==> config.mk <==
export PLATFORM = sky130hd
export DESIGN_NAME = aabb_contact_pair_tracker
export DESIGN_NICKNAME = d
export VERILOG_FILES = /design/src/rtl/acpt_pkg.sv /design/src/rtl/acpt_ram.sv /design/src/rtl/acpt_ctrl.sv /design/src/rtl/acpt_dp.sv /design/src/rtl/aabb_contact_pair_tracker.sv
export SDC_FILE = /design/constraint.sdc
export NUM_CORES = 2
export LEC_CHECK = 0
export CAP_MARGIN = 0
export CORE_MARGIN = 2
export CORE_UTILIZATION = 55
export CTS_BUF_LIST = sky130_fd_sc_hd__clkbuf_4
export CTS_CLUSTER_SIZE = 25
export DETAILED_ROUTE_END_ITERATION = 16
export DONT_BUFFER_PORTS = 1
export PLACE_DENSITY = 0.71
export SLEW_MARGIN = 15
export SYNTH_ARGS = -nofsm -noshare
export SYNTH_HDL_FRONTEND = slang
export SYNTH_HIERARCHICAL = 1
export SYNTH_SLANG_ARGS = --single-unit
==> constraint.sdc <==
create_clock -name clk -period 10.7 [get_ports clk]
set_clock_uncertainty 0.1 [all_clocks]
set_input_delay 1.07 -clock clk [delete_from_list [all_inputs] [get_ports clk]]
set_output_delay 1.07 -clock clk [all_outputs]
set_load 0.01 [all_outputs]
==> src/rtl/acpt_pkg.sv <==
// ---------------------------------------------------------------------------
// acpt_pkg
// Types, codes and defaults shared by the contact pair tracker modules.
// ---------------------------------------------------------------------------
`default_nettype none

package acpt_pkg;

    localparam int DEF_MAX_OBJECTS = 32;
    localparam int DEF_COORD_BITS  = 16;
    localparam int ID_W            = 5;
    localparam int EDGE_W          = 16;

    typedef enum logic
    {
        OP_CHECK  = 1'b0,
        OP_REMOVE = 1'b1
    } op_t;

    typedef enum logic [1:0]
    {
        EV_NONE  = 2'd0,
        EV_ENTER = 2'd1,
        EV_STAY  = 2'd2,
        EV_EXIT  = 2'd3
    } event_t;

    typedef struct packed
    {
        op_t                      op;
        logic [ID_W-1:0]          id_first;
        logic [ID_W-1:0]          id_second;
        logic                     both_enabled;
        logic signed [EDGE_W-1:0] left_a;
        logic signed [EDGE_W-1:0] right_a;
        logic signed [EDGE_W-1:0] top_a;
        logic signed [EDGE_W-1:0] bottom_a;
        logic signed [EDGE_W-1:0] left_b;
        logic signed [EDGE_W-1:0] right_b;
        logic signed [EDGE_W-1:0] top_b;
        logic signed [EDGE_W-1:0] bottom_b;
    } in_item_t;

    typedef struct packed
    {
        event_t          event_res;
        logic [ID_W-1:0] notify_id;
        logic [ID_W-1:0] other_id;
        logic            last;
    } out_item_t;

    typedef enum logic [2:0]
    {
        ST_IDLE,
        ST_CHK,
        ST_REM_ROWA,
        ST_REM_ROW,
        ST_REM_COL,
        ST_REM_END
    } state_t;

    // controller -> datapath
    typedef struct packed
    {
        logic take_item;
        logic check_eval;
        logic load_rowa;
        logic row_step;
        logic col_step;
        logic finish;
    } cmd_t;

    // datapath -> controller
    typedef struct packed
    {
        op_t  in_op;
        logic a_ok;
        logic out_free;
        logic row_hit;
        logic col_hit;
        logic pend_valid;
        logic j_last;
    } sts_t;

endpackage

`default_nettype wire

==> src/rtl/acpt_ram.sv <==
// ---------------------------------------------------------------------------
// acpt_ram
// Generic single-write, single-read RAM with registered read data.
// ---------------------------------------------------------------------------
`default_nettype none

module acpt_ram #(
    parameter int WIDTH = 32,
    parameter int DEPTH = 32
) (
    input  wire logic                     clk,
    input  wire logic                     wr_en,
    input  wire logic [$clog2(DEPTH)-1:0] wr_addr,
    input  wire logic [WIDTH-1:0]         wr_data,
    input  wire logic                     rd_en,
    input  wire logic [$clog2(DEPTH)-1:0] rd_addr,
    output logic      [WIDTH-1:0]         rd_data
);

    logic [WIDTH-1:0] mem [DEPTH];

    always_ff @(posedge clk)
    begin
        if (wr_en)
        begin
            mem[wr_addr] <= wr_data;
        end
        if (rd_en)
        begin
            rd_data <= mem[rd_addr];
        end
    end

endmodule

`default_nettype wire

==> src/rtl/acpt_ctrl.sv <==
// ---------------------------------------------------------------------------
// acpt_ctrl
// Sequencer for pair checks and object removal walks.
// ---------------------------------------------------------------------------
`default_nettype none

module acpt_ctrl (
    input  wire logic          clk,
    input  wire logic          rst_n,
    input  wire logic          in_valid,
    output logic               in_stall,
    input  wire acpt_pkg::sts_t sts,
    output acpt_pkg::cmd_t     cmd
);

    import acpt_pkg::*;

    state_t state_reg;
    state_t state_next;

    always_ff @(posedge clk or negedge rst_n)
    begin
        if (!rst_n)
        begin
            state_reg <= ST_IDLE;
        end
        else
        begin
            state_reg <= state_next;
        end
    end

    always_comb
    begin
        state_next = state_reg;
        cmd        = '0;
        in_stall   = 1'b1;
        case (state_reg)
            ST_IDLE:
            begin
                in_stall = 1'b0;
                if (in_valid)
                begin
                    cmd.take_item = 1'b1;
                    state_next    = (sts.in_op == OP_CHECK) ? ST_CHK : ST_REM_ROWA;
                end
            end
            ST_CHK:
            begin
                if (sts.out_free)
                begin
                    cmd.check_eval = 1'b1;
                    state_next     = ST_IDLE;
                end
            end
            ST_REM_ROWA:
            begin
                if (sts.a_ok)
                begin
                    cmd.load_rowa = 1'b1;
                    state_next    = ST_REM_ROW;
                end
                else
                begin
                    state_next = ST_REM_END;
                end
            end
            ST_REM_ROW:
            begin
                // a new exit only needs the output when one is already pending
                if (!(sts.row_hit && sts.pend_valid && !sts.out_free))
                begin
                    cmd.row_step = 1'b1;
                    state_next   = ST_REM_COL;
                end
            end
            ST_REM_COL:
            begin
                if (!(sts.col_hit && sts.pend_valid && !sts.out_free))
                begin
                    cmd.col_step = 1'b1;
                    state_next   = sts.j_last ? ST_REM_END : ST_REM_ROW;
                end
            end
            ST_REM_END:
            begin
                if (sts.out_free)
                begin
                    cmd.finish = 1'b1;
                    state_next = ST_IDLE;
                end
            end
            default:
            begin
                state_next = ST_IDLE;
            end
        endcase
    end

endmodule

`default_nettype wire

==> src/rtl/acpt_dp.sv <==
// ---------------------------------------------------------------------------
// acpt_dp
// Contact bitmap, overlap test, removal scan and result register.
// ---------------------------------------------------------------------------
`default_nettype none

module acpt_dp #(
    parameter int MAX_OBJECTS = acpt_pkg::DEF_MAX_OBJECTS,
    parameter int COORD_BITS  = acpt_pkg::DEF_COORD_BITS
) (
    input  wire logic               clk,
    input  wire logic               rst_n,
    input  wire acpt_pkg::cmd_t     cmd,
    output acpt_pkg::sts_t          sts,
    input  wire acpt_pkg::in_item_t in_item,
    output logic                    out_valid,
    input  wire logic               out_stall,
    output acpt_pkg::out_item_t     out_item
);

    import acpt_pkg::*;

    localparam int IDX_W = $clog2(MAX_OBJECTS);

    in_item_t               item_reg;
    logic [IDX_W-1:0]       j_reg;
    logic [IDX_W-1:0]       j_next;
    logic [IDX_W-1:0]       a_idx;
    logic [IDX_W-1:0]       b_idx;
    logic [MAX_OBJECTS-1:0] row_valid_reg;
    logic [MAX_OBJECTS-1:0] row_valid_next;
    logic [MAX_OBJECTS-1:0] rowa_reg;
    logic [MAX_OBJECTS-1:0] rowa_next;
    logic [MAX_OBJECTS-1:0] rdata;
    logic [MAX_OBJECTS-1:0] rdata_eff;
    logic [MAX_OBJECTS-1:0] wr_data;
    logic [IDX_W-1:0]       wr_addr;
    logic [IDX_W-1:0]       rd_addr;
    logic                   wr_en;
    logic                   rd_en;
    logic                   rd_valid_reg;
    logic                   pend_valid_reg;
    logic                   pend_valid_next;
    logic [ID_W-1:0]        pend_id_reg;
    logic [ID_W-1:0]        pend_id_next;
    logic                   out_valid_reg;
    logic                   out_valid_next;
    out_item_t              out_reg;
    out_item_t              out_next;
    logic                   push;
    out_item_t              push_item;
    logic                   a_ok;
    logic                   b_ok;
    logic                   en;
    logic                   hit;
    logic                   was;
    logic                   row_hit;
    logic                   col_hit;
    event_t                 chk_ev;

    logic signed [COORD_BITS-1:0] la;
    logic signed [COORD_BITS-1:0] ra;
    logic signed [COORD_BITS-1:0] ta;
    logic signed [COORD_BITS-1:0] ba;
    logic signed [COORD_BITS-1:0] lb;
    logic signed [COORD_BITS-1:0] rb;
    logic signed [COORD_BITS-1:0] tb;
    logic signed [COORD_BITS-1:0] bb;

    acpt_ram #(
        .WIDTH (MAX_OBJECTS),
        .DEPTH (MAX_OBJECTS)
    ) u_ram (
        .clk     (clk),
        .wr_en   (wr_en),
        .wr_addr (wr_addr),
        .wr_data (wr_data),
        .rd_en   (rd_en),
        .rd_addr (rd_addr),
        .rd_data (rdata)
    );

    assign a_idx = IDX_W'(item_reg.id_first);
    assign b_idx = IDX_W'(item_reg.id_second);
    assign a_ok  = 32'(item_reg.id_first) < 32'(MAX_OBJECTS);
    assign b_ok  = 32'(item_reg.id_second) < 32'(MAX_OBJECTS);

    // rows never written since reset or last removal read as empty
    assign rdata_eff = rd_valid_reg ? rdata : '0;

    // coordinates as COORD_BITS-bit two's complement values
    assign la = COORD_BITS'(item_reg.left_a);
    assign ra = COORD_BITS'(item_reg.right_a);
    assign ta = COORD_BITS'(item_reg.top_a);
    assign ba = COORD_BITS'(item_reg.bottom_a);
    assign lb = COORD_BITS'(item_reg.left_b);
    assign rb = COORD_BITS'(item_reg.right_b);
    assign tb = COORD_BITS'(item_reg.top_b);
    assign bb = COORD_BITS'(item_reg.bottom_b);

    assign hit = (la <= rb) && (ra >= lb) && (ta <= bb) && (ba >= tb);
    assign en  = item_reg.both_enabled && a_ok && b_ok;
    assign was = rdata_eff[b_idx];

    always_comb
    begin
        chk_ev = EV_NONE;
        if (en)
        begin
            if (was && hit)
            begin
                chk_ev = EV_STAY;
            end
            else if (was)
            begin
                chk_ev = EV_EXIT;
            end
            else if (hit)
            begin
                chk_ev = EV_ENTER;
            end
        end
    end

    // row step clears row a bit a; col_hit skips j == a, so the self pair counts once
    assign row_hit = rowa_reg[j_reg];
    assign col_hit = (j_reg != a_idx) && rdata_eff[a_idx];

    always_comb
    begin
        j_next          = j_reg;
        rowa_next       = rowa_reg;
        row_valid_next  = row_valid_reg;
        pend_valid_next = pend_valid_reg;
        pend_id_next    = pend_id_reg;
        push            = 1'b0;
        push_item       = '0;
        wr_en           = 1'b0;
        wr_addr         = a_idx;
        wr_data         = rdata_eff;
        rd_en           = 1'b0;
        rd_addr         = j_reg;

        if (cmd.take_item)
        begin
            rd_en           = 1'b1;
            rd_addr         = IDX_W'(in_item.id_first);
            pend_valid_next = 1'b0;
            j_next          = '0;
        end

        if (cmd.check_eval)
        begin
            push                = 1'b1;
            push_item.event_res = chk_ev;
            push_item.notify_id = item_reg.id_first;
            push_item.other_id  = item_reg.id_second;
            push_item.last      = 1'b1;
            if (en && (was != hit))
            begin
                wr_en          = 1'b1;
                wr_addr        = a_idx;
                wr_data[b_idx] = hit;
            end
        end

        if (cmd.load_rowa)
        begin
            rowa_next             = rdata_eff;
            row_valid_next[a_idx] = 1'b0;
        end

        if (cmd.row_step)
        begin
            rd_en   = 1'b1;
            rd_addr = j_reg;
            if (row_hit)
            begin
                rowa_next[j_reg]    = 1'b0;
                push                = pend_valid_reg;
                push_item.event_res = EV_EXIT;
                push_item.notify_id = pend_id_reg;
                push_item.other_id  = item_reg.id_first;
                push_item.last      = 1'b0;
                pend_valid_next     = 1'b1;
                pend_id_next        = ID_W'(j_reg);
            end
        end

        if (cmd.col_step)
        begin
            j_next = j_reg + 1'b1;
            if (col_hit)
            begin
                push                = pend_valid_reg;
                push_item.event_res = EV_EXIT;
                push_item.notify_id = pend_id_reg;
                push_item.other_id  = item_reg.id_first;
                push_item.last      = 1'b0;
                pend_valid_next     = 1'b1;
                pend_id_next        = ID_W'(j_reg);
                wr_en               = 1'b1;
                wr_addr             = j_reg;
                wr_data[a_idx]      = 1'b0;
            end
        end

        if (cmd.finish)
        begin
            push                = 1'b1;
            push_item.event_res = pend_valid_reg ? EV_EXIT : EV_NONE;
            push_item.notify_id = pend_valid_reg ? pend_id_reg : item_reg.id_first;
            push_item.other_id  = item_reg.id_first;
            push_item.last      = 1'b1;
        end

        if (wr_en)
        begin
            row_valid_next[wr_addr] = 1'b1;
        end
    end

    always_comb
    begin
        out_valid_next = out_valid_reg;
        out_next       = out_reg;
        if (push)
        begin
            out_valid_next = 1'b1;
            out_next       = push_item;
        end
        else if (!out_stall)
        begin
            out_valid_next = 1'b0;
        end
    end

    always_ff @(posedge clk or negedge rst_n)
    begin
        if (!rst_n)
        begin
            row_valid_reg  <= '0;
            pend_valid_reg <= 1'b0;
            out_valid_reg  <= 1'b0;
            rd_valid_reg   <= 1'b0;
        end
        else
        begin
            row_valid_reg  <= row_valid_next;
            pend_valid_reg <= pend_valid_next;
            out_valid_reg  <= out_valid_next;
            if (rd_en)
            begin
                rd_valid_reg <= row_valid_reg[rd_addr];
            end
        end
    end

    always_ff @(posedge clk)
    begin
        if (cmd.take_item)
        begin
            item_reg <= in_item;
        end
        j_reg       <= j_next;
        rowa_reg    <= rowa_next;
        pend_id_reg <= pend_id_next;
        out_reg     <= out_next;
    end

    always_comb
    begin
        sts.in_op      = in_item.op;
        sts.a_ok       = a_ok;
        sts.out_free   = !out_valid_reg || !out_stall;
        sts.row_hit    = row_hit;
        sts.col_hit    = col_hit;
        sts.pend_valid = pend_valid_reg;
        sts.j_last     = 32'(j_reg) == 32'(MAX_OBJECTS - 1);
    end

    assign out_valid = out_valid_reg;
    assign out_item  = out_reg;

endmodule

`default_nettype wire

==> src/rtl/aabb_contact_pair_tracker.sv <==
// ---------------------------------------------------------------------------
// aabb_contact_pair_tracker
// Tracks contact between ordered object pairs with a box overlap test.
// ---------------------------------------------------------------------------
// Input channel (in_valid / in_stall / in_item): a check item tests two boxes
// and updates the pair's contact bit; a remove item clears every contact of
// one object. Output channel (out_valid / out_stall / out_item): result items,
// with last set on the final result of each input item.
// Check: one result; the bitmap row is read, then the overlap test runs and
// the row is written back.
// Remove: up to 2*MAX_OBJECTS - 1 results; the scan visits every row of the
// bitmap RAM once through the single RAM read port. An id at or above
// MAX_OBJECTS gives one none result.
// Output stall: one result waits in the output register while work goes on;
// the scan holds only when a second result is ready. in_stall is high from
// the cycle after a transfer until the item's last result is registered.
// Reset: every pair reads as not in contact (per-row valid flops cleared).
// ---------------------------------------------------------------------------
`default_nettype none

module aabb_contact_pair_tracker #(
    parameter int MAX_OBJECTS = acpt_pkg::DEF_MAX_OBJECTS,
    parameter int COORD_BITS  = acpt_pkg::DEF_COORD_BITS
) (
    input  wire logic               clk,
    input  wire logic               rst_n,
    input  wire logic               in_valid,
    output logic                    in_stall,
    input  wire acpt_pkg::in_item_t in_item,
    output logic                    out_valid,
    input  wire logic               out_stall,
    output acpt_pkg::out_item_t     out_item
);

    import acpt_pkg::*;

    cmd_t cmd;
    sts_t sts;

    acpt_ctrl u_ctrl (
        .clk      (clk),
        .rst_n    (rst_n),
        .in_valid (in_valid),
        .in_stall (in_stall),
        .sts      (sts),
        .cmd      (cmd)
    );

    acpt_dp #(
        .MAX_OBJECTS (MAX_OBJECTS),
        .COORD_BITS  (COORD_BITS)
    ) u_dp (
        .clk       (clk),
        .rst_n     (rst_n),
        .cmd       (cmd),
        .sts       (sts),
        .in_item   (in_item),
        .out_valid (out_valid),
        .out_stall (out_stall),
        .out_item  (out_item)
    );

endmodule

`default_nettype wire

==> Yosys cells after proc, flatten, opt, wreduce, memory -nomap -nowiden <==
Memories as Yosys holds them, arrays and structs flattened. A register that Yosys moved wholly into a read port is not among the register bits.
Cells that the tools add are included.
{ "classes": {"add_sub_neg": 1, "n_lt_le_gt_ge": 13, "eq_ne": 13, "n_mux": 88, "bitwise": 6, "n_reduce_logical": 22} }
{ "ops": {"columns": ["cell", "count"], "rows": [
  ["32-bit 2-to-1 mux", 10],
  ["32-bit AND", 3],
  ["13-bit 2-to-1 mux", 6],
  ["32-bit inverter", 2],
  ["5-bit 2-to-1 mux", 11],
  ["1-bit 2-to-1 mux", 41],
  ["32-bit bitwise mux", 1],
  ["16-bit >= comparator", 2],
  ["16-bit <= comparator", 2],
  ["32-bit bitwise OR", 1],
  ["5-bit by 6-bit less-than comparator with 1-bit output (second input constant)", 5],
  ["1-bit binary-select mux with 5-bit select", 4],
  ["1-bit demux with 5-bit select", 4],
  ["5-bit by 1-bit >= comparator with 1-bit output (second input constant)", 4],
  ["3-bit 2-to-1 mux", 5],
  ["3-bit one-hot mux with 5 select lines", 1],
  ["1-bit logical AND", 14],
  ["2-bit 2-to-1 mux", 5],
  ["3-bit by 2-bit equality test with 1-bit output (second input constant)", 2],
  ["3-bit equality test (second input constant)", 2],
  ["2-bit inequality test (second input constant)", 3],
  ["5-bit by 1-bit adder with 5-bit output (second input constant)", 1],
  ["5-bit equality test (second input constant)", 1],
  ["5-bit inequality test", 1],
  ["9 further kinds", 12]
]} }
{ "word_totals": {"reg_bits": 232, "ramBits": 1024, "input_bits": 144, "output_inout_bits": 15, "word_cells": 167, "memories": 1} }
{ "mem_list": {"columns": ["name", "depth", "word_bits", "read_ports", "rd_ports_with_merged_regs", "wr", "line", "rtl"], "rows": [
  ["u_dp.u_ram.mem", 32, 32, 1, 1, 1, "acpt_ram.sv:20", "logic [WIDTH-1:0] mem [DEPTH];"]
]} }

==> Logic depth before layout (Yosys ltp) <==
{ "depth": {"word_depth": 15, "ltp_mapped": 22, "ltp_nobuf": 15} }

==> Modules after synthesis <==
The synthesis kept the hierarchy.
{ "by_module_without_submodules": {"columns": ["module", "instances", "cells_each", "area_each_um2", "seq_area_each_um2"], "rows": [
  ["acpt_ram", 1, 2260, 40805.4, 31710.4],
  ["acpt_dp", 1, 1026, 11901.4, 6331.1],
  ["acpt_ctrl", 1, 38, 329.1, 75.1]
]} }

==> Worst setup path before layout <==
OpenSTA, ideal clock, no wires.
{ "synth_path": {"path_type": "input to register", "start": "in in_valid", "end": "reg u_dp.u_ram.rd_data[10] (read register of u_dp.u_ram.mem), data pin", "setup_time_ps": 263, "arrival_ps": 9286, "required_ps": 10337, "setup_slack_ps": 1050, "cell_stages": 15, "path_buffers": 4, "path_cell_list": "inv_1 nor2_1 nor2b_1 buf_2 nor2_1 a21oi_1 clkbuf_1 inv_1 nor2_1 buf_2 clkbuf_1 a22o_1 nor3_1 a31oi_1 nand3_1"} }
{ "synth_rtl": {"columns": ["element", "line", "rtl"], "rows": [
  ["from (decl)", "aabb_contact_pair_tracker.sv:27", "input wire logic in_valid,"],
  ["to (decl)", "acpt_ram.sv:17", "output logic [WIDTH-1:0] rd_data"]
]} }

==> impl_metrics.yaml <==
clocking:
  clkLatencyLatePin_ns: 1.21
  clkTransAtPathRegs_ns: 0.07
  cts_tree: "done"
  clockBufferDepth: 4
  cts-root-buf: "clkbuf_4"
  cts-buffers-inserted: 338
  htreeDepth: 5
  cts.sinks: 1288
  post_cts_buffers: 0
place:
  globalplace.congestion: 0.937
  dpl_worst_slack_ns: 4.26
  post-place-cells: 4482
  post-dp-hpwl_mm: 76.3
  port_buffers: 0
synthesis:
  synth-seq-cells: 1288
  synth_fp_nets: 3538
  yosysSeqAreaShare_pct: 71.9
  synth_edf_count: 1213
  yosys_warnings: 6
  syn_inst: 3324
  synth_cell_type_count: 75
  synth_ff_type: "edfxtp_1"
  syn_avg_cell_area_um2: 16.0
  async_reset_ff_share_pct: 2.95
  syn_area_um2: 53000
global_route:
  grt_pass1_vias: 32700
  gr-total-overflow: 0
  grt_max_degree: 141
  track_usage_pct: 28.6
  antenna_found_initial: 3
  grt_pass1_wl_mm: 207
routing:
  ant_nets: 0
  first_pass_iters: 6
  num_vias: 32400
  avgRoutedWirePerCell_um: 27.5
  drc: 0
  vias_per_cell: 6.25
  drt_iter0_markers: 4098
  totalWireLength_mm: 142
worst_setup_path:
  r2r_cells: 16
  cpMaxStageDelayCell: "nor2b_4"
  critical_path.max_fanout: 53
  worstPathRequired_ns: 11.46
  max_stage_delay_ns: 0.83
  cp.arrival_ns: 7.36
  r2r_slack_ns: 4.10
  startpoint_type: "register"
  rr_endpoint: "u_dp/u_ram/rd_data[5]"
  path_class: "reg2reg"
  endpoint_kind: "register"
  timing.rr.start: "u_dp/j_reg[4]"
  cp_cell_sequence: "inv_2 > nor3b_1 > a22oi_1 > nand4_2 > nand3b_1 > and3_1 > nor2b_1 > nor2_1 > a21oi_2 > inv_1 > nor2b_4 > buf_4 > a22o_1 > nor3_1 > a31oi_1 > nand3_1"
finish:
  largest_reg_flops: 1024
  drive_above_1_share_pct: 18.0
  instances_no_fill: 5180
  layout-area-overhead-vs-synth_pct: 13.4
  num-fill-cells: 6788
  nets: 3913
  utilization_pct: 63.1
  regMostFlops: "u_dp/u_ram/mem"
sta:
  setup_viol: 0
  worst_pin_slew_ns: 1.23
  timing.final.crit_share_pct: 61.7
  setup_tns_ns: 0
  whs_ns: 0.176
  min_period_ns: 6.60
  layout_setup_ws_ns: 4.10
  drv_slew: 0
  finalHoldViolCount: 0
  rsz0062_at_grt: "false"
  slew_headroom_pct: 17.0
  fmax_mhz: 151
die:
  initial_core_util_pct: 55.7
  die_w_um: 315
  die-area_um2: 98900
  core_area_um2: 95300
  die_h_um: 315
  rows: 113
  ioPinCount: 159
power_and_ir_drop:
  peakVddDrop_mv: 0.229
  switching_share_pct: 35.0
  power_switching_mw: 5.72
  pwr-share-clk_pct: 24.8
  seq_power_share_pct: 42.8
  combPwrFrac_pct: 32.5
  intPower_mw: 10.6
  p_leak_nw: 21.8
  power_density_nw_per_um2: 271
status:
  status: "completed"
min_path:
  min_to: "u_ctrl/state_reg[1]"
  min-delay-path-class: "in2reg"
  worstHoldPathCells: 4
  min_from: "in_item[139]"
flow_run:
  cap_violations: 0
## routing by layer
metal  part of all wire (%)  global-route usage, %  vias up
li1                       -                      -    14000
met5                      0                      0        -
met2                     48                   45.7     1868
met4                    3.5                   12.1        0
met3                    9.8                   6.81      314
met1                     39                   37.9    16200
## through the flow
stage / cell area, um2 / total power [mW]
CTS: 60100 / 16.3
floorplan: 53000 / 10.7
global route: 60200 / 17.1
global placement: 54700 / 12.0
detailed placement: 54700 / 12.2
finish: 60200 / 16.3
## placed cells by master, fill, tap and decap left out, types with 9 or more instances in the layout
cell / count
clkinv_1: 54
a21oi_2: 11
dlygate4sd3_1: 141
nor2b_1: 17
nand2_1: 176
a21oi_1: 136
a21o_1: 14
nand4_1: 10
o221ai_1: 30
a22oi_1: 101
nand3_1: 124
o22ai_1: 9
nor2_4: 34
inv_1: 72
edfxtp_1: 1213
nor2_1: 57
a221oi_1: 33
nand3b_1: 13
a31oi_1: 46
and3_1: 17
dfxtp_1: 37
and2_1: 9
a221oi_2: 12
a22o_1: 71
ha_1: 70
dfrtp_1: 38
o21ai_0: 43
clkbuf_4: 483
nor3_1: 43
nor3b_1: 9
buf_4: 84
mux2i_1: 550
a21boi_0: 12
mux4_2: 22
## worst max path at each step
stage	slack (ns)	start	endpoint
after floorplan	1.05	in_valid	u_dp/u_ram/rd_data[10]
after global placement	4.02	u_dp/j_reg[4]	u_dp/u_ram/rd_data[7]
after detailed placement	4.26	u_dp/j_reg[4]	u_dp/u_ram/rd_data[31]
after CTS	4.21	u_dp/j_reg[4]	u_dp/u_ram/rd_data[5]
after global routing	3.76	u_dp/j_reg[4]	u_dp/u_ram/rd_data[3]
final	4.10	u_dp/j_reg[4]	u_dp/u_ram/rd_data[5]
## synthesized netlist by cell type, drive strengths merged, types with 47 or more instances
library cell	count	area, um2
buf	107	728
mux2i	550	5510
nand3	125	631
a21oi	153	781
ha	70	876
a22oi	101	758
inv	75	282
nor2	93	352
edfxtp	1213	36400
a22o	71	622
clkbuf	87	335
nand2	177	664
o21ai	47	235
## power by group through the flow
stage | Sequential [mW] | Clock (mW) | Combinational [mW]
2_1_floorplan | 6.89 | 0 | 3.79
3_3_place_gp | 7.05 | 0 | 4.99
4_1_cts | 6.97 | 4.13 | 5.20
6_report | 6.98 | 4.05 | 5.30
5_1_grt | 7.00 | 4.42 | 5.63
3_5_place_dp | 7.07 | 0 | 5.13
## what timing repair did
action,4_1_cts,5_1_grt
setup endpoints to repair,0,0
hold buffers,142,0
resized for setup,0,0
hold endpoints to repair,178,0
## logic make-up (layout without fill, tap and decap cells)
group	count (synthesis)	count (layout)	synth area share, %
multiplexers	583	583	11.6
AND/OR/NAND/NOR	555	555	5.12
XOR/XNOR	6	6	0.0991
adder cells (fa/ha/maj)	70	70	1.65
buffers and inverters	269	856	2.54
AO/OA/AOI/OAI	552	552	7.15
other	1	5	0.00707
flip-flops	1288	1288	71.9
## layout make-up
type / instances / area (um2) / area share, %
multi-input cells: 1767 / 14000 / 23.3
flip-flops and latches: 1288 / 38100 / 63.4
clock inverters: 69 / 379 / 0.630
inverters: 75 / 289 / 0.480
clock buffers: 483 / 3630 / 6.03
repair buffers: 229 / 2120 / 3.53
diodes: 4 / 10.0 / 0.0166
well taps: 1265 / 1580 / 2.63
## worst max-delay path: cells and delay by family (launching register included)
kind                   cells  cell delay [ns]
DFF                        1             0.67
AOI/OAI and AO/OA          4             1.29
buffers and inverters      3             1.29
and+or+nand+nor            9             2.85
Note: power is estimated with default switching activity, not from simulation.
